<file path="src/rtl/scene_luminance_key_statistics_assert.svh">
// assertion helpers used by the rtl top level
`ifndef SCENE_LUMINANCE_KEY_STATISTICS_ASSERT_SVH
`define SCENE_LUMINANCE_KEY_STATISTICS_ASSERT_SVH

// same-cycle implication
`define SLKS_ASSERT_IMP(label, clk, rst, ante, cons) \
  label: assert property (@(posedge clk) disable iff (rst) (ante) |-> (cons)) \
    else $error("slks same-cycle check failed");

// next-cycle implication
`define SLKS_ASSERT_NEXT(label, clk, rst, ante, cons) \
  label: assert property (@(posedge clk) disable iff (rst) (ante) |=> (cons)) \
    else $error("slks next-cycle check failed");

`endif

</file>
<file path="src/rtl/slks_pkg.sv">
// ----------------------------------------------------------------------------
// slks_pkg
// Shared constants, types and sequencer states of the luminance key statistics.
// ----------------------------------------------------------------------------
`default_nettype none

package slks_pkg;

  localparam int PIXEL_COUNT_BITS = 22;
  localparam int LOG_FRAC_BITS    = 16;
  localparam int QUEUE_DEPTH      = 4;

  localparam logic [15:0] KEY_BASE_RESET = 16'd11796;
  localparam logic [15:0] LUM_MAX        = 16'd65280;
  localparam logic [15:0] LUM_WEIGHT_R   = 16'd69;
  localparam logic [15:0] LUM_WEIGHT_G   = 16'd172;
  localparam logic [15:0] LUM_WEIGHT_B   = 16'd15;

  typedef struct packed {
    logic [15:0] lum;
    logic        last;
  } pix_t;

  typedef enum logic [3:0] {
    ST_IDLE,
    ST_PIX,
    ST_AVG_SET,
    ST_AVG_MUL,
    ST_AVG_CMP,
    ST_MIN,
    ST_MAX,
    ST_KEY,
    ST_DIV,
    ST_RHS_MUL,
    ST_RHS_ADD,
    ST_ALP_MUL,
    ST_ALP_CMP,
    ST_OUT
  } seq_state_t;

endpackage

`default_nettype wire

</file>
<file path="src/rtl/slks_pixel_if.sv">
// ----------------------------------------------------------------------------
// slks_pixel_if
// Pixel request channel: one rgb pixel and its end-of-frame mark.
// ----------------------------------------------------------------------------
`default_nettype none

interface slks_pixel_if;
  logic       valid;
  logic       ready;
  logic [7:0] red_channel;
  logic [7:0] green_channel;
  logic [7:0] blue_channel;
  logic       last_pixel;

  modport source (output valid, red_channel, green_channel, blue_channel, last_pixel,
                  input ready);
  modport sink   (input valid, red_channel, green_channel, blue_channel, last_pixel,
                  output ready);
endinterface

`default_nettype wire

</file>
<file path="src/rtl/slks_front.sv">
// ----------------------------------------------------------------------------
// slks_front
// Accepts pixels, forms the clamped Q8.8 luminance and queues it.
// ----------------------------------------------------------------------------
`default_nettype none

module slks_front #(
  parameter int QUEUE_DEPTH = slks_pkg::QUEUE_DEPTH
) (
  input  wire logic          clk,
  input  wire logic          rst,
  slks_pixel_if.sink         pixel,
  output slks_pkg::pix_t     q_item,
  output logic               q_valid,
  input  wire logic          q_pop
);

  localparam int PTR_W = $clog2(QUEUE_DEPTH);
  localparam int CNT_W = $clog2(QUEUE_DEPTH + 1);

  slks_pkg::pix_t   mem [QUEUE_DEPTH];
  logic [PTR_W-1:0] wr_ptr;
  logic [PTR_W-1:0] rd_ptr;
  logic [CNT_W-1:0] count;
  logic             push;
  logic [15:0]      lum_raw;
  slks_pkg::pix_t   item_in;

  assign pixel.ready = (count != CNT_W'(QUEUE_DEPTH));
  assign push        = pixel.valid && pixel.ready;
  assign q_valid     = (count != '0);
  assign q_item      = mem[rd_ptr];

  assign lum_raw = 16'(pixel.red_channel)   * slks_pkg::LUM_WEIGHT_R
                 + 16'(pixel.green_channel) * slks_pkg::LUM_WEIGHT_G
                 + 16'(pixel.blue_channel)  * slks_pkg::LUM_WEIGHT_B;

  always_comb begin
    item_in.lum  = (lum_raw == 16'd0) ? 16'd1 : lum_raw;
    item_in.last = pixel.last_pixel;
  end

  always_ff @(posedge clk) begin
    if (push) begin
      mem[wr_ptr] <= item_in;
    end
  end

  always_ff @(posedge clk) begin
    if (rst) begin
      wr_ptr <= '0;
      rd_ptr <= '0;
      count  <= '0;
    end else begin
      if (push) begin
        wr_ptr <= (wr_ptr == PTR_W'(QUEUE_DEPTH - 1)) ? '0 : wr_ptr + PTR_W'(1);
      end
      if (q_pop) begin
        rd_ptr <= (rd_ptr == PTR_W'(QUEUE_DEPTH - 1)) ? '0 : rd_ptr + PTR_W'(1);
      end
      if (push && !q_pop) begin
        count <= count + CNT_W'(1);
      end else if (!push && q_pop) begin
        count <= count - CNT_W'(1);
      end
    end
  end

endmodule

`default_nettype wire

</file>
<file path="src/flat_wrapper.sv">
// flat-port wrapper written by rule: the top's interface ports become plain ports
module slks_front_flat 
#(
  parameter int QUEUE_DEPTH = slks_pkg::QUEUE_DEPTH
)
  (clk, rst, q_item, q_valid, q_pop, pixel_valid, pixel_red_channel, pixel_green_channel, pixel_blue_channel, pixel_last_pixel, pixel_ready);
  slks_pixel_if pixel_i ();
  input  wire logic clk;
  input  wire logic rst;
  output slks_pkg::pix_t q_item;
  output logic q_valid;
  input  wire logic q_pop;
  input wire logic [$bits(pixel_i.valid)-1:0] pixel_valid;
  input wire logic [$bits(pixel_i.red_channel)-1:0] pixel_red_channel;
  input wire logic [$bits(pixel_i.green_channel)-1:0] pixel_green_channel;
  input wire logic [$bits(pixel_i.blue_channel)-1:0] pixel_blue_channel;
  input wire logic [$bits(pixel_i.last_pixel)-1:0] pixel_last_pixel;
  output wire logic [$bits(pixel_i.ready)-1:0] pixel_ready;
  assign pixel_i.valid = pixel_valid;
  assign pixel_i.red_channel = pixel_red_channel;
  assign pixel_i.green_channel = pixel_green_channel;
  assign pixel_i.blue_channel = pixel_blue_channel;
  assign pixel_i.last_pixel = pixel_last_pixel;
  assign pixel_ready = pixel_i.ready;
  slks_front #(.QUEUE_DEPTH(QUEUE_DEPTH)) u_core (.clk(clk), .rst(rst), .pixel(pixel_i), .q_item(q_item), .q_valid(q_valid), .q_pop(q_pop));
endmodule
</file>
<file path="config.mk">
export PLATFORM = sky130hd
export DESIGN_NAME = slks_front_flat
export DESIGN_NICKNAME = d
export VERILOG_FILES = /design/src/rtl/scene_luminance_key_statistics_assert.svh /design/src/rtl/slks_pkg.sv /design/src/rtl/slks_pixel_if.sv /design/src/rtl/slks_front.sv /design/src/flat_wrapper.sv
export SDC_FILE = /design/constraint.sdc
export NUM_CORES = 1
export LEC_CHECK = 0
export ABC_AREA = 0
export BUFFER_PORTS_ARGS = -buffer_cell sky130_fd_sc_hd__buf_4
export CAP_MARGIN = 15
export CORE_UTILIZATION = 43
export DETAILED_ROUTE_END_ITERATION = 7
export PLACE_DENSITY_LB_ADDON = 0.3
export SLEW_MARGIN = 0
export SYNTH_ARGS = -nofsm -noshare
export SYNTH_HDL_FRONTEND = slang
export SYNTH_SLANG_ARGS = --single-unit
</file>
<file path="constraint.sdc">
create_clock -name clk -period 12.7 [get_ports clk]
set_clock_uncertainty 0.15 [all_clocks]
set_input_delay 1.27 -clock clk [delete_from_list [all_inputs] [get_ports clk]]
set_output_delay 1.27 -clock clk [all_outputs]
set_load 0.005 [all_outputs]
</file>
==> results of run 1 <==
per-layer routing:
metal / up-vias / global-route usage / part of all wire
li1: 1709 / - / -
met1: 1724 / 0.209 / 0.49
met2: 44 / 0.262 / 0.48
met4: 0 / 0.0422 / 0.011
met3: 10 / 0.0163 / 0.019
met5: - / 0 / 0
metrics by stage:
step,std cells,util
6_report,702,0.510
5_1_grt,702,0.510
4_1_cts,702,0.510
3_5_place_dp,686,0.485
3_3_place_gp,686,0.485
2_1_floorplan,470,-
final cells by class:
type                    count  area [um^2]  share of cell area
multi-input cells         281         3280               0.482
flip-flops and latches     77         2220               0.326
inverters                 104          390              0.0573
repair buffers             48          360              0.0529
clock buffers              10          239              0.0351
well taps                 176          220              0.0323
clock inverters             6         95.1              0.0140
sequential cells by signal (all words and copies together), names as in the netlist, named ones only:
| signal | cells |
|---|---|
| u_core.count | 3 |
| u_core.rd_ptr | 2 |
| u_core.mem | 68 |
| u_core.wr_ptr | 2 |
worst min path at each step:
stage,start,to,slack (ns),cells after the start
floorplan,u_core.count[2]$_SDFFE_PP0P_,u_core.count[2]$_SDFFE_PP0P_,0.31,2
global placement,u_core.count[2]$_SDFFE_PP0P_,u_core.count[2]$_SDFFE_PP0P_,0.34,2
detailed placement,u_core.count[2]$_SDFFE_PP0P_,u_core.count[2]$_SDFFE_PP0P_,0.38,2
CTS,u_core.count[2]$_SDFFE_PP0P_,u_core.count[2]$_SDFFE_PP0P_,0.38,2
global route,u_core.rd_ptr[0]$_SDFFE_PP0P_,flop,0.42,2
finish,u_core.count[2]$_SDFFE_PP0P_,u_core.count[2]$_SDFFE_PP0P_,0.39,2
cell families (layout without fill, tap and decap cells):
| logic type | Yosys count | count (layout) | synth area share |
|---|---|---|---|
| AOI/OAI and AO/OA | 49 | 49 | 0.0530 |
| xor gates and xnor gates | 22 | 22 | 0.0325 |
| adders and majority gates | 138 | 138 | 0.355 |
| buffers and inverters | 112 | 168 | 0.0710 |
| DFF | 77 | 77 | 0.375 |
| muxes | 19 | 19 | 0.0680 |
| and+or+nand+nor | 53 | 53 | 0.0454 |
worst max-delay path: cells and delay by family:
kind / cells / cell delay, ns
xor+xnor: 2 / 0.35
buf+inv: 4 / 0.29
compound gates: 3 / 0.74
simple gates: 3 / 1.20
fa+ha+maj: 9 / 3.46
synth_stat cells (all sizes together):
master,n
o41ai,3
mux2i,2
o21bai,5
xor2,7
a21o,4
and3,4
dfxtp,9
fa,50
or3,2
nor2,19
xnor2,15
edfxtp,68
nand3,2
mux4,17
nor2b,2
buf,2
nor3,4
inv,104
nand2,6
or4,5
o22ai,1
nand4,2
and2,1
clkbuf,6
a21oi,16
nand3b,1
ha,88
nand2b,2
a22oi,1
o21ai,13
o211ai,2
nor4,1
a211oi,2
or2,2
a31oi,2
==> results.toml, run 1 <==
[run_status]
status = "completed"

[worst_setup_path]
timing.rr.end = "u_core.count[2]$_SDFFE_PP0P_"
cp-endpoint = "u_core.mem[3][1]$_DFFE_PP_"
cp-startpoint = "pixel_green_channel[3]"
worst_path_most_repeated_cell = "fa_1"
cp.required_ns = 12.63
max_stage_delay_ns = 0.57
r2r_slack_ns = 10.30
crit_type = "in -> reg"
path_cells = "buf_4 -> ha_1 -> ha_1 -> fa_1 -> inv_1 -> fa_1 -> xnor2_1 -> ha_1 -> inv_1 -> fa_1 -> inv_1 -> fa_1 -> fa_1 -> ha_1 -> nor3_1 -> o21ai_1 -> a31oi_2 -> xnor2_1 -> or4_1 -> or4_1 -> o41ai_2"
end_kind = "flop"
cp.arrival_ns = 7.30
critPathSlowestCell = "fa_1"
worstRegToRegCells = 9
reg2reg_from = "u_core.count[0]$_SDFFE_PP0P_"
path_max_fanout = 5
startpoint_type = "primary input"

[synth]
yosysUniqueCellTypes = 39
synthCells = 470
netlist_area_um2 = 5920
yosysTopAreaCellShare = 0.345
yosysTopAreaCell = "edfxtp_1"
syn_avg_cell_area_um2 = 12.6
ys_seq_area_frac = 0.375
syn-num-nets = 637
ys_ff_latch = 77
synth.area.top_cells = "edfxtp_1 34%, ha_1 19%, fa_1 17%, inv_1 6.6%, mux4_2 6.5%"
ys_warn_count = 0

[layout]
final_common_cell = "inv_1"
fill_cells = 1195
syn_to_final_growth_pct = 14.9
final_cell_mix = "104 x inv_1, 88 x ha_1, 68 x edfxtp_1"
antenna_cells = 0
drive_above_1_share = 0.163
final_nets = 688
final_area_um2 = 6810

[sta]
hold_viol_final = 0
slew_viol_final = 0
fin_crit_ns = 7.38
layout_setup_ws_ns = 5.32
slew_headroom = 0.375
rsz0062_at_grt = "no"
setup_violations = 0
fmax_mhz = 136
finalCritPeriodShare = 0.581
worst_hold_slack_ns = 0.391
tightest_slew_ns = 0.937
tns_ns = 0

[placement]
port_buffers = 47
place_area_um2 = 6470
preCtsSetupSlack_ns = 4.93
dp_hpwl_um = 8150
gp_congestion = 0.815

[clock_network]
cts_made_buffers = 9
clk_path_buf_depth = 2
post_cts_resized = 0
htreeDepth = 3
clock_tree.root_cell = "clkbuf_16"
cts_setup_buffers = 0
holdBufCountCts = 0
numClockSinks = 77
clk_latency_ns = 0.32
clk_transition_reported_paths_ns = 0.06
cts_tree = "yes"

[floorplan]
die_x_um = 119
dieArea_um2 = 14200
core_um2 = 13300
rows = 42
fp.dieH_um = 119
io_pins = 48
start_util = 0.444

[global_route]
antenna_found_initial = 0
grt_pass1_wl_um = 17300
gr-total-overflow = 0
first_global_vias = 3705
grt_max_degree = 18
grt_usage = 0.154

[min_path]
min_path_type = "reg -> reg"

[routing]
first_pass_iters = 4
final_antenna_net_count = 0
viasPerCell = 4.97
post_drt_wl_per_cell_um = 14.3
vias = 3487
drc = 0
routed_wl_um = 10000
drt-initial-drc-count = 156

[job]
maxCapViolations = 0
Power of run 1 is left out: the tool's default activity adds up to more than one toggle a clock period on the data nets, which glitch-free logic cannot reach.
==> inputs of run 2 (changes only) <==
Settings changed: ABC_AREA 0 to 1.
Clock period 12.7 ns to 7.19 ns, I/O delays scaled along.
==> run 2 against run 1 <==
  * Die area grew 7.7%
  * Hold slack got worse by 0.054 ns
  * Count of clock-buffer cells in the layout is the same
  * Cell count is 29% higher
  * Critical endpoint unchanged
==> results.toml, run 2 <==
[run_status]
status = "completed"

[sta]
rsz0062_at_grt = "no"
tns_ns = 0
finalCritPeriodShare = 0.817
fmax_mhz = 170
setup_violations = 0
slew_viol_final = 0
hold_viol_final = 0
fin_crit_ns = 5.87
slew_headroom = 0.344
tightest_slew_ns = 0.983

[worst_setup_path]
max_stage_delay_ns = 0.58
crit_buf_inv = 5
worst_path_most_repeated_cell = "fa_1"
reg2reg_from = "u_core.count[1]$_SDFFE_PP0P_"
cp.required_ns = 7.10
path_cells = "buf_4 -> ha_1 -> ha_1 -> fa_1 -> inv_1 -> fa_1 -> xnor2_1 -> ha_1 -> inv_1 -> fa_1 -> inv_1 -> fa_1 -> fa_1 -> ha_1 -> nand2_1 -> inv_1 -> a21oi_4 -> nand2_4 -> nand2_2 -> nand3_2 -> nand2_2 -> nor2_1 -> nand3_1 -> nand2_1"
crit_type = "in -> reg"
startpoint_type = "primary input"
crit_family = "adder cells"
cp-startpoint = "pixel_green_channel[3]"
path_max_fanout = 5
cp.arrival_ns = 5.79
critPathSlowestCell = "fa_1"
end_kind = "flop"

[routing]
met1Wirelength_um = 5400
top_layer_used = "met4"
wl_met2_um = 6110
final_antenna_net_count = 0
routed_wl_um = 12100
wl_met3_um = 444
post_drt_wl_per_cell_um = 13.4
drc = 0
vias = 4413
first_pass_iters = 4
viasPerCell = 4.86
drt-initial-drc-count = 222

[floorplan]
start_util = 0.439
rows = 44
fp.dieH_um = 124
io_pins = 48
core_um2 = 14500
dieArea_um2 = 15300
die_x_um = 124

[job]
maxCapViolations = 0

[min_path]
min_path_type = "reg -> reg"
hp-start = "u_core.rd_ptr[1]$_SDFFE_PP0P_"

[placement]
gp_congestion = 0.836
port_buffers = 47
dp_hpwl_um = 9680

[clock_network]
htreeDepth = 3
post_cts_resized = 0
cts_made_buffers = 9
cts_setup_buffers = 0
numClockSinks = 77
clock_tree.root_cell = "clkbuf_16"
clk_transition_reported_paths_ns = 0.05
clk_latency_ns = 0.33
clk_path_buf_depth = 2
holdBufCountCts = 0
cts_tree = "yes"

[synth]
synth_edf_count = 68
yosysTopAreaCellShare = 0.320
synthCells = 669
async_flop_share = 0
netlist_area_um2 = 6390
synthFlopType = "edfxtp_1"
ys_warn_count = 0
synth.area.top_cells = "edfxtp_1 32%, ha_1 17%, fa_1 16%, inv_1 8.9%, nand2_1 4.5%"
yosysTopAreaCell = "edfxtp_1"
synthTopCellsByCount = "151 x inv_1, 88 x ha_1, 76 x nand2_1"
syn-num-nets = 836
ys_ff_latch = 77
ys_seq_area_frac = 0.348
synth_most_common_cell = "inv_1"
yosysUniqueCellTypes = 32
syn_avg_cell_area_um2 = 9.55

[global_route]
grt_pass1_wl_um = 20000
gr-total-overflow = 0
grt_max_degree = 36
grt_usage = 0.171
first_global_vias = 4302
antenna_found_initial = 0

[layout]
final_cell_mix = "151 x inv_1, 88 x ha_1, 76 x nand2_1"
syn_to_final_growth_pct = 13.8
drive_above_1_share = 0.137
reg_top3 = "u_core.mem: 68 flops, u_core.count: 3 flops"
antenna_cells = 0
final_common_cell = "inv_1"
largest_reg_flops = 68
final_nets = 887
top_register = "u_core.mem"
==> run 2: cell count changes after synthesis, sizes merged, moves of 4 or more <==
cell,delta
inv,+49
nor2,+48
o22ai,+16
xnor2,-10
nand3,+21
and3,-4
o21ai,+24
nand2,+91
mux4,-17
or4,-5
clkbuf,+5
==> run 2: worst paths after layout <==
path	endpoint	slack, ns	cells after the start
hold reg to reg	flop	0.34	2
hold / removal	flop	0.34	2
setup / recovery	u_core.mem[3][1]$_DFFE_PP_	1.32	24
setup reg to reg	u_core.mem[2][13]$_DFFE_PP_	4.99	5
==> run 2: final cells by class <==
class	count	area (um^2)
timing repair buffer	52	390
inverter	153	574
clock inverter	5	76.3
sequential	77	2220
fill	1319	7270
multi-input combinational	427	3540
tap	184	230
clock buffer	10	229
==> run 2: cells by family after synthesis <==
logic type,share of synthesized area
simple gates,0.137
buf+inv,0.0970
fa+ha+maj,0.329
compound gates,0.0766
flops,0.348
xor+xnor,0.0123
==> run 2: per-layer routing <==
metal / GRT usage / vias to the layer above
met5: 0 / -
met4: 0.0572 / 0
met3: 0.0192 / 11
met2: 0.303 / 75
met1: 0.214 / 2071
li1: - / 2256
==> run 2: tightest hold or removal path: cells and delay by family (launching register included) <==
family             cells  cell delay (ns)
AOI/OAI and AO/OA      1             0.06
DFF                    1             0.31
and+or+nand+nor        1             0.06
==> run 2: through the flow <==
stage / instance area (um^2) / utilization / setup slack (ns) / hold WS [ns] / cells
2_1_floorplan: 6390 / - / 1.45 / 0.299 / 669
3_3_place_gp: 6960 / 0.479 / 1.03 / 0.316 / 893
3_5_place_dp: 6960 / 0.479 / 0.957 / 0.337 / 893
4_1_cts: 7270 / 0.500 / 1.31 / 0.345 / 908
5_1_grt: 7270 / 0.500 / 0.878 / 0.367 / 908
6_report: 7270 / 0.500 / 1.32 / 0.337 / 908
Power of run 2 is left out for the same reason.
